`config.mk`:
```
export PLATFORM = sky130hd
export DESIGN_NAME = double_ended_queue_top
export DESIGN_NICKNAME = d
export VERILOG_FILES = /design/src/rtl/core/dq_pkg.sv /design/src/rtl/core/double_ended_queue_top.sv /design/src/rtl/core/dq_ram.sv /design/src/rtl/core/dq_ctrl.sv
export SDC_FILE = /design/constraint.sdc
export NUM_CORES = 1
export LEC_CHECK = 0
export BUFFER_PORTS_ARGS = -buffer_cell sky130_fd_sc_hd__buf_2
export CORE_MARGIN = 2
export CORE_UTILIZATION = 55
export CTS_CLUSTER_DIAMETER = 60
export DETAILED_ROUTE_END_ITERATION = 10
export GPL_ROUTABILITY_DRIVEN = 0
export PLACE_DENSITY = 0.71
export SETUP_SLACK_MARGIN = 0.15
export SLEW_MARGIN = 40
export SYNTH_ARGS = -nofsm -noshare
export SYNTH_HDL_FRONTEND = slang
export SYNTH_SLANG_ARGS = --single-unit
```
`constraint.sdc`:
```
create_clock -name clk -period 4.9 [get_ports clk]
set_clock_uncertainty 0.1 [all_clocks]
set_input_delay 0.245 -clock clk [delete_from_list [all_inputs] [get_ports clk]]
set_output_delay 0.245 -clock clk [all_outputs]
set_load 0.005 [all_outputs]
```
`src/rtl/core/dq_pkg.sv`:
```
`timescale 1ns / 1ps
// ----------------------------------------------------------------------------
// dq_pkg
// Shared types, constants and ring index helpers for the double-ended queue.
// ----------------------------------------------------------------------------
package dq_pkg;

	localparam int DEPTH  = 16;
	localparam int IDX_W  = $clog2(DEPTH);
	localparam int CNT_W  = $clog2(DEPTH + 1);
	localparam int WORD_W = 32;
	localparam int OCC_W  = 5;

	typedef logic [IDX_W-1:0]  idx_t;
	typedef logic [CNT_W-1:0]  cnt_t;
	typedef logic [WORD_W-1:0] word_t;

	typedef enum logic [1:0] {
		OP_PUSH_REAR  = 2'd0,
		OP_PUSH_FRONT = 2'd1,
		OP_POP_FRONT  = 2'd2,
		OP_POP_REAR   = 2'd3
	} op_t;

	typedef enum logic [1:0] {
		ST_DONE  = 2'd0,
		ST_FULL  = 2'd1,
		ST_EMPTY = 2'd2
	} status_t;

	// At most one access to the word store per transaction
	typedef struct packed {
		logic  we;
		logic  re;
		idx_t  addr;
		word_t wdata;
	} mem_req_t;

	function automatic idx_t ring_next(input idx_t i);
		return (i == idx_t'(DEPTH - 1)) ? '0 : i + idx_t'(1);
	endfunction

	function automatic idx_t ring_prev(input idx_t i);
		return (i == '0) ? idx_t'(DEPTH - 1) : i - idx_t'(1);
	endfunction

endpackage

```
`src/rtl/core/double_ended_queue_top.sv`:
```
`timescale 1ns / 1ps
// ----------------------------------------------------------------------------
// double_ended_queue_top
// Double-ended queue of signed 32-bit words in a circular RAM buffer.
// ----------------------------------------------------------------------------
// Usage:
//   Drive opcode and push_value with start high; the transaction is taken
//   at a clock edge where start is high and busy is low. busy stays low, so
//   a new transaction may be issued every cycle.
//   Opcodes: push rear, push front, pop front, pop rear.
//   Each transaction yields exactly one result in the following cycle: done pulses
//   for one cycle with pop_value, status and occupancy valid in that cycle.
//   Throughput is 1 transaction per cycle; the single RAM port serves at most
//   one read or write per transaction, with a registered read.
//   A push to a full queue changes nothing and reports full; a pop from an
//   empty queue returns -1 and reports empty.
//   The receiver cannot stall; results must be captured when done is high.
//   Reset (arst_n low) empties the queue and clears both ring pointers; the
//   RAM contents are not cleared and are never read before being written.
// ----------------------------------------------------------------------------
module double_ended_queue_top (
	input  logic               clk,
	input  logic               arst_n,
	input  logic               start,
	output logic               busy,
	input  logic [1:0]         opcode,
	input  logic signed [31:0] push_value,
	output logic               done,
	output logic signed [31:0] pop_value,
	output logic [1:0]         status,
	output logic [4:0]         occupancy
);

	dq_pkg::mem_req_t mem_req;
	dq_pkg::word_t    rdata;
	logic             accept;

	assign busy   = 1'b0;
	assign accept = start && !busy;

	dq_ctrl u_ctrl (
		.clk        (clk),
		.arst_n     (arst_n),
		.accept     (accept),
		.opcode     (opcode),
		.push_value (push_value),
		.rdata      (rdata),
		.mem_req    (mem_req),
		.done       (done),
		.pop_value  (pop_value),
		.status     (status),
		.occupancy  (occupancy)
	);

	dq_ram #(
		.WIDTH (dq_pkg::WORD_W),
		.DEPTH (dq_pkg::DEPTH)
	) u_ram (
		.clk   (clk),
		.we    (mem_req.we),
		.re    (mem_req.re),
		.addr  (mem_req.addr),
		.wdata (mem_req.wdata),
		.rdata (rdata)
	);

	a_one_result: assert property (@(posedge clk) disable iff (!arst_n)
		accept |=> done)
		else $error("transaction without result");

	a_no_spurious: assert property (@(posedge clk) disable iff (!arst_n)
		!accept |=> !done)
		else $error("result without transaction");

	a_empty_pop: assert property (@(posedge clk) disable iff (!arst_n)
		(done && status == dq_pkg::ST_EMPTY) |-> (pop_value == -32'sd1 && occupancy == '0))
		else $error("empty pop reported wrong value or occupancy");

	a_full_push: assert property (@(posedge clk) disable iff (!arst_n)
		(done && status == dq_pkg::ST_FULL)
			|-> (occupancy == dq_pkg::OCC_W'(dq_pkg::DEPTH) && pop_value == '0))
		else $error("full push reported wrong occupancy");

	a_no_write_on_read: assert property (@(posedge clk) disable iff (!arst_n)
		!(mem_req.we && mem_req.re))
		else $error("read and write issued together");

endmodule

```
`src/rtl/core/dq_ram.sv`:
```
`timescale 1ns / 1ps
// ----------------------------------------------------------------------------
// dq_ram
// Generic single-port synchronous RAM with registered read data.
// ----------------------------------------------------------------------------
module dq_ram #(
	parameter int WIDTH = 32,
	parameter int DEPTH = 16
) (
	input  logic                     clk,
	input  logic                     we,
	input  logic                     re,
	input  logic [$clog2(DEPTH)-1:0] addr,
	input  logic [WIDTH-1:0]         wdata,
	output logic [WIDTH-1:0]         rdata
);

	logic [WIDTH-1:0] mem [DEPTH];

	always_ff @(posedge clk) begin
		if (we) begin
			mem[addr] <= wdata;
		end
		if (re) begin
			rdata <= mem[addr];
		end
	end

endmodule

```
`src/rtl/core/dq_ctrl.sv`:
```
`timescale 1ns / 1ps
// ----------------------------------------------------------------------------
// dq_ctrl
// Ring pointers, occupancy count and the result stage of the deque.
// ----------------------------------------------------------------------------
module dq_ctrl (
	input  logic              clk,
	input  logic              arst_n,
	input  logic              accept,
	input  logic [1:0]        opcode,
	input  logic signed [31:0] push_value,
	input  dq_pkg::word_t     rdata,
	output dq_pkg::mem_req_t  mem_req,
	output logic              done,
	output logic signed [31:0] pop_value,
	output logic [1:0]        status,
	output logic [4:0]        occupancy
);

	dq_pkg::idx_t    front_q, rear_q, front_d, rear_d;
	dq_pkg::cnt_t    count_q, count_d;
	dq_pkg::status_t status_d;
	dq_pkg::op_t     op;
	logic            full, empty;

	logic            done_s1;
	logic            pop_ok_s1;
	dq_pkg::status_t status_s1;
	dq_pkg::cnt_t    count_s1;

	assign op    = dq_pkg::op_t'(opcode);
	assign full  = (count_q == dq_pkg::cnt_t'(dq_pkg::DEPTH));
	assign empty = (count_q == '0);

	always_comb begin
		front_d       = front_q;
		rear_d        = rear_q;
		count_d       = count_q;
		status_d      = dq_pkg::ST_DONE;
		mem_req.we    = 1'b0;
		mem_req.re    = 1'b0;
		mem_req.addr  = rear_q;
		mem_req.wdata = push_value;
		unique case (op)
			dq_pkg::OP_PUSH_REAR: begin
				if (full) begin
					status_d = dq_pkg::ST_FULL;
				end else begin
					mem_req.we   = accept;
					mem_req.addr = rear_q;
					rear_d       = dq_pkg::ring_next(rear_q);
					count_d      = count_q + dq_pkg::cnt_t'(1);
				end
			end
			dq_pkg::OP_PUSH_FRONT: begin
				if (full) begin
					status_d = dq_pkg::ST_FULL;
				end else begin
					mem_req.we   = accept;
					mem_req.addr = dq_pkg::ring_prev(front_q);
					front_d      = dq_pkg::ring_prev(front_q);
					count_d      = count_q + dq_pkg::cnt_t'(1);
				end
			end
			dq_pkg::OP_POP_FRONT: begin
				if (empty) begin
					status_d = dq_pkg::ST_EMPTY;
				end else begin
					mem_req.re   = accept;
					mem_req.addr = front_q;
					front_d      = dq_pkg::ring_next(front_q);
					count_d      = count_q - dq_pkg::cnt_t'(1);
				end
			end
			dq_pkg::OP_POP_REAR: begin
				if (empty) begin
					status_d = dq_pkg::ST_EMPTY;
				end else begin
					mem_req.re   = accept;
					mem_req.addr = dq_pkg::ring_prev(rear_q);
					rear_d       = dq_pkg::ring_prev(rear_q);
					count_d      = count_q - dq_pkg::cnt_t'(1);
				end
			end
			default: begin
			end
		endcase
		// last word popped: both ends go home
		if (!empty && count_d == '0) begin
			front_d = '0;
			rear_d  = '0;
		end
	end

	always_ff @(posedge clk or negedge arst_n) begin
		if (!arst_n) begin
			front_q <= '0;
			rear_q  <= '0;
			count_q <= '0;
			done_s1 <= 1'b0;
		end else begin
			done_s1 <= accept;
			if (accept) begin
				front_q <= front_d;
				rear_q  <= rear_d;
				count_q <= count_d;
			end
		end
	end

	always_ff @(posedge clk) begin
		if (accept) begin
			pop_ok_s1 <= mem_req.re;
			status_s1 <= status_d;
			count_s1  <= count_d;
		end
	end

	// read data lands in the cycle after the access, together with the strobe
	always_comb begin
		if (pop_ok_s1) begin
			pop_value = rdata;
		end else if (status_s1 == dq_pkg::ST_EMPTY) begin
			pop_value = '1;
		end else begin
			pop_value = '0;
		end
	end

	assign done      = done_s1;
	assign status    = status_s1;
	assign occupancy = dq_pkg::OCC_W'(count_s1);

endmodule

```
==> impl_metrics.env <==
export IMPL_n_antenna_cell=0
export IMPL_synth_cell_types=67
export IMPL_end_kind="register"
export IMPL_cp_max_fo=18
export IMPL_use_met2_pct=40.8
export IMPL_worst_path_stages=11
export IMPL_die_y_um=208
export IMPL_wire_per_inst_um=24.3
export IMPL_maxSlewHeadroom_pct=42.2
export IMPL_p_sw_w=0.00491
export IMPL_powerDensity_nw_per_um2=564
export IMPL_worstHoldStart="opcode[1]"
export IMPL_tightestPinTransition_ns=0.867
export IMPL_top_usage_layer="met2"
export IMPL_cts_buffers=56
export IMPL_io_buffers=76
export IMPL_hold_end="u_ctrl.status[0]"
export IMPL_placed_cells=2109
export IMPL_grtUsageMet3_pct=4.05
export IMPL_outcome="finished, final reports clean"
export IMPL_ys_seq_area_share_pct=74.2
export IMPL_cts_num_sinks=566
export IMPL_fmax_ghz=0.226
export IMPL_drc=0
export IMPL_r2r_end="u_ram.mem[11][6]"
export IMPL_cts_tree="built"
export IMPL_hold_class="in2reg"
export IMPL_slew_violations=0
export IMPL_hold_violations=0
export IMPL_synth_top_area_share_pct=72.6
export IMPL_combPwrFrac_pct=30.6
export IMPL_ys_flop_type="edfxtp_1"
export IMPL_antenna_found_initial=0
export IMPL_synth_nets=1591
export IMPL_critPathMostFrequentCell="buf_4"
export IMPL_arrival_ns=4.59
export IMPL_ctsResizeCount=0
export IMPL_path_clk_slew_ns=0.06
export IMPL_met1_usage_pct=36.6
export IMPL_synth_area_top_cells="edfxtp_1 73%, nand2_1 6.1%, nand3_1 3.5%"
export IMPL_firstDrtPassIters=5
export IMPL_boundaryPins=78
export IMPL_crit_chain="inv_1 -> ha_1 -> and4bb_1 -> nor2_1 -> nor2_1 -> a221oi_4 -> buf_4 -> buf_4 -> nand2_1 -> nor3_2 -> buf_4"
export IMPL_vias=13889
export IMPL_die_w_um=208
export IMPL_cpMaxStageDelayCell="a221oi_4"
export IMPL_cap_violations=0
export IMPL_yosys_warnings=0
export IMPL_ys_ff_latch=566
export IMPL_dp_hpwl_um=30800
export IMPL_root_buffer="clkbuf_16"
export IMPL_place_ws_ns=0.472
export IMPL_vdd_drop_max_mv=0.384
export IMPL_fin_crit_ns=4.42
export IMPL_core_area_um2=40900
export IMPL_syn_area_per_cell_um2=14.7
export IMPL_worstHoldPathCells=2
export IMPL_fin_nets=1717
export IMPL_clockBufferDepth=3
export IMPL_drtAntennaViolNets=0
export IMPL_crit_path_start_kind="register"
export IMPL_place_area_um2=24000
export IMPL_synthArstFlopShare_pct=2.47
export IMPL_switching_share_pct=33.3
export IMPL_synthCells=1548
export IMPL_core_rowCount=74
export IMPL_crit_buf_inv=4
export IMPL_track_usage_pct=25.4
export IMPL_area_growth_pct=14.6
export IMPL_avgViaCountPerCell=6.17
export IMPL_routed_wl_um=54800
export IMPL_instances_no_fill=2251
export IMPL_dieArea_um2=43100
export IMPL_critPathKind="reg2reg"
export IMPL_yosysTopAreaCell="edfxtp_1"
export IMPL_netlist_area_um2=22800
export IMPL_worst_path_largest_cell_delay_ns=0.68
export IMPL_grt_pass1_wl_um=83200
export IMPL_r2r_slack_ns=0.48
export IMPL_cts_htree_levels=2
export IMPL_reg2regPathDepth=11
export IMPL_fin_area_um2=26200
export IMPL_cp_top_family="simple AND/OR/NAND/NOR gates"
export IMPL_period_share_pct=90.3
export IMPL_seqPwrFrac_pct=41.1
export IMPL_grt_max_degree=109
export IMPL_internal_power_w=0.00985
export IMPL_hold_slack_ns=0.0500
export IMPL_synth_enable_flop_cells=552
export IMPL_r2r_start="u_ctrl.count_q[0]"
export IMPL_pwr_share_clk_pct=28.3
export IMPL_leakagePower_nw=9.27
export IMPL_setup_ws_ns=0.476
export IMPL_start_util_pct=55.8
export IMPL_clock_latency_ns=0.61
export IMPL_drt_iter0_markers=1628
export IMPL_setup_violations=0
export IMPL_layout_drive_gt1_share_pct=16.7
export IMPL_grt_overflow_total=0
export IMPL_grt_pass1_vias=13443
export IMPL_cp_required_ns=5.07
export IMPL_finalSetupTns_ns=0
export IMPL_rsz0062_at_grt="no"
-- synth_stat cells (2+ instances only) --
cell type and count:
a211o_1 2, a211oi_1 4, a21o_1 32, a21oi_1 38
a311oi_1 32, a31oi_1 6, a32o_1 31, and3_1 3
buf_1 5, buf_12 3, buf_2 23, buf_4 10
buf_6 7, clkbuf_1 54, dfrtp_1 14, edfxtp_1 552
ha_1 6, inv_1 11, mux2_2 8, mux2i_1 39
mux4_2 31, nand2_1 368, nand2b_1 4, nand3_1 159
nand3b_1 2, nor2_1 11, nor2b_1 2, nor3_1 20
o211a_1 2, o211ai_1 4, o21a_1 2, o21ai_0 16
o22ai_1 3, o2bb2ai_1 3, o31ai_1 2, or2_1 2
or3_1 2, or3b_2 2, xnor2_1 5
-- state kept, by name (all words and copies together), names as in the netlist --
register,cells
u_ctrl.front_q,4
u_ctrl.pop_ok_s1,1
u_ram.mem,512
u_ctrl.occupancy,5
u_ctrl.rear_q,4
u_ctrl.count_q,5
u_ctrl.status,2
u_ctrl.done,1
u_ram.rdata,32
-- cell usage in the layout (no fill, tap or decap), types with 11 or more instances in the layout --
cell type      count
clkbuf_16         58
mux4_2            31
a311oi_1          32
clkinv_2          11
mux2i_1           39
edfxtp_1         552
a21o_1            32
o21ai_0           16
inv_1             11
nor2_1            11
a21oi_1           38
dlygate4sd3_1     34
a32o_1            31
buf_4             53
nand2_1          366
nor3_2            11
clkinv_1          18
nand3_1          159
buf_2             77
dfrtp_1           14
-- metrics by stage --
stage | power [W] | util [%]
after global routing | 0.0154 | 63.9
after detailed placement | 0.0106 | 58.6
after global placement | 0.0105 | 58.6
after CTS | 0.0148 | 63.9
after floorplan | 0.00921 | -
final | 0.0148 | 63.9
-- power by group through the flow --
stage / registers (W) / clock network, W / logic, W
global route: 0.00610 / 0.00441 / 0.00488
floorplan: 0.00605 / 0 / 0.00317
CTS: 0.00606 / 0.00425 / 0.00448
finish: 0.00606 / 0.00418 / 0.00451
global placement: 0.00614 / 0 / 0.00435
detailed placement: 0.00616 / 0 / 0.00443
-- worst register-to-register path, delay by kind of cell (launching register included) --
family	cells	cell delay [ns]
simple gates	5	1.33
buf+inv	4	1.22
fa+ha+maj	1	0.30
compound gates	1	0.68
flops	1	0.47
-- worst max path at each step --
stage | start | end
after floorplan | u_ctrl.count_q[0] | u_ram.mem[4][0]
after global placement | u_ctrl.count_q[0] | u_ram.mem[11][6]
after detailed placement | u_ctrl.count_q[0] | u_ram.mem[9][3]
after CTS | u_ctrl.count_q[0] | u_ram.mem[11][1]
after global routing | u_ctrl.count_q[0] | u_ram.mem[11][31]
final | u_ctrl.count_q[0] | u_ram.mem[11][6]
-- routing by layer --
metal	up-vias	wire (µm)
met5	-	0
met4	0	1250
met3	93	4350
met2	663	26400
met1	7000	22800
li1	6133	-
-- cell families (layout without fill, tap and decap cells) --
kind of cell / Yosys count / in the layout / share of synthesized area [%]
compound gates: 190 / 190 / 6.28
xor+xnor: 6 / 6 / 0.230
fa+ha+maj: 6 / 6 / 0.329
buf+inv: 114 / 285 / 2.66
flops: 566 / 566 / 74.2
mux: 78 / 78 / 5.16
other cells: 1 / 1 / 0.0164
simple gates: 587 / 587 / 11.2
-- area by class of cell --
class,instances,area [µm²]
sequential,566,16900
fill,2937,14800
multi-input combinational,868,5480
clock buffer,65,1480
timing repair buffer,171,1250
tap,532,666
clock inverter,38,314
inverter,11,41.3
-- what timing repair did --
item | in CTS | in global routing
setup endpoints to repair | 0 | 45
setup buffers | 0 | 3
hold buffers | 35 | 0
endpoints found under the hold margin | 527 | 0
Note: power is estimated with default switching activity, not from simulation.
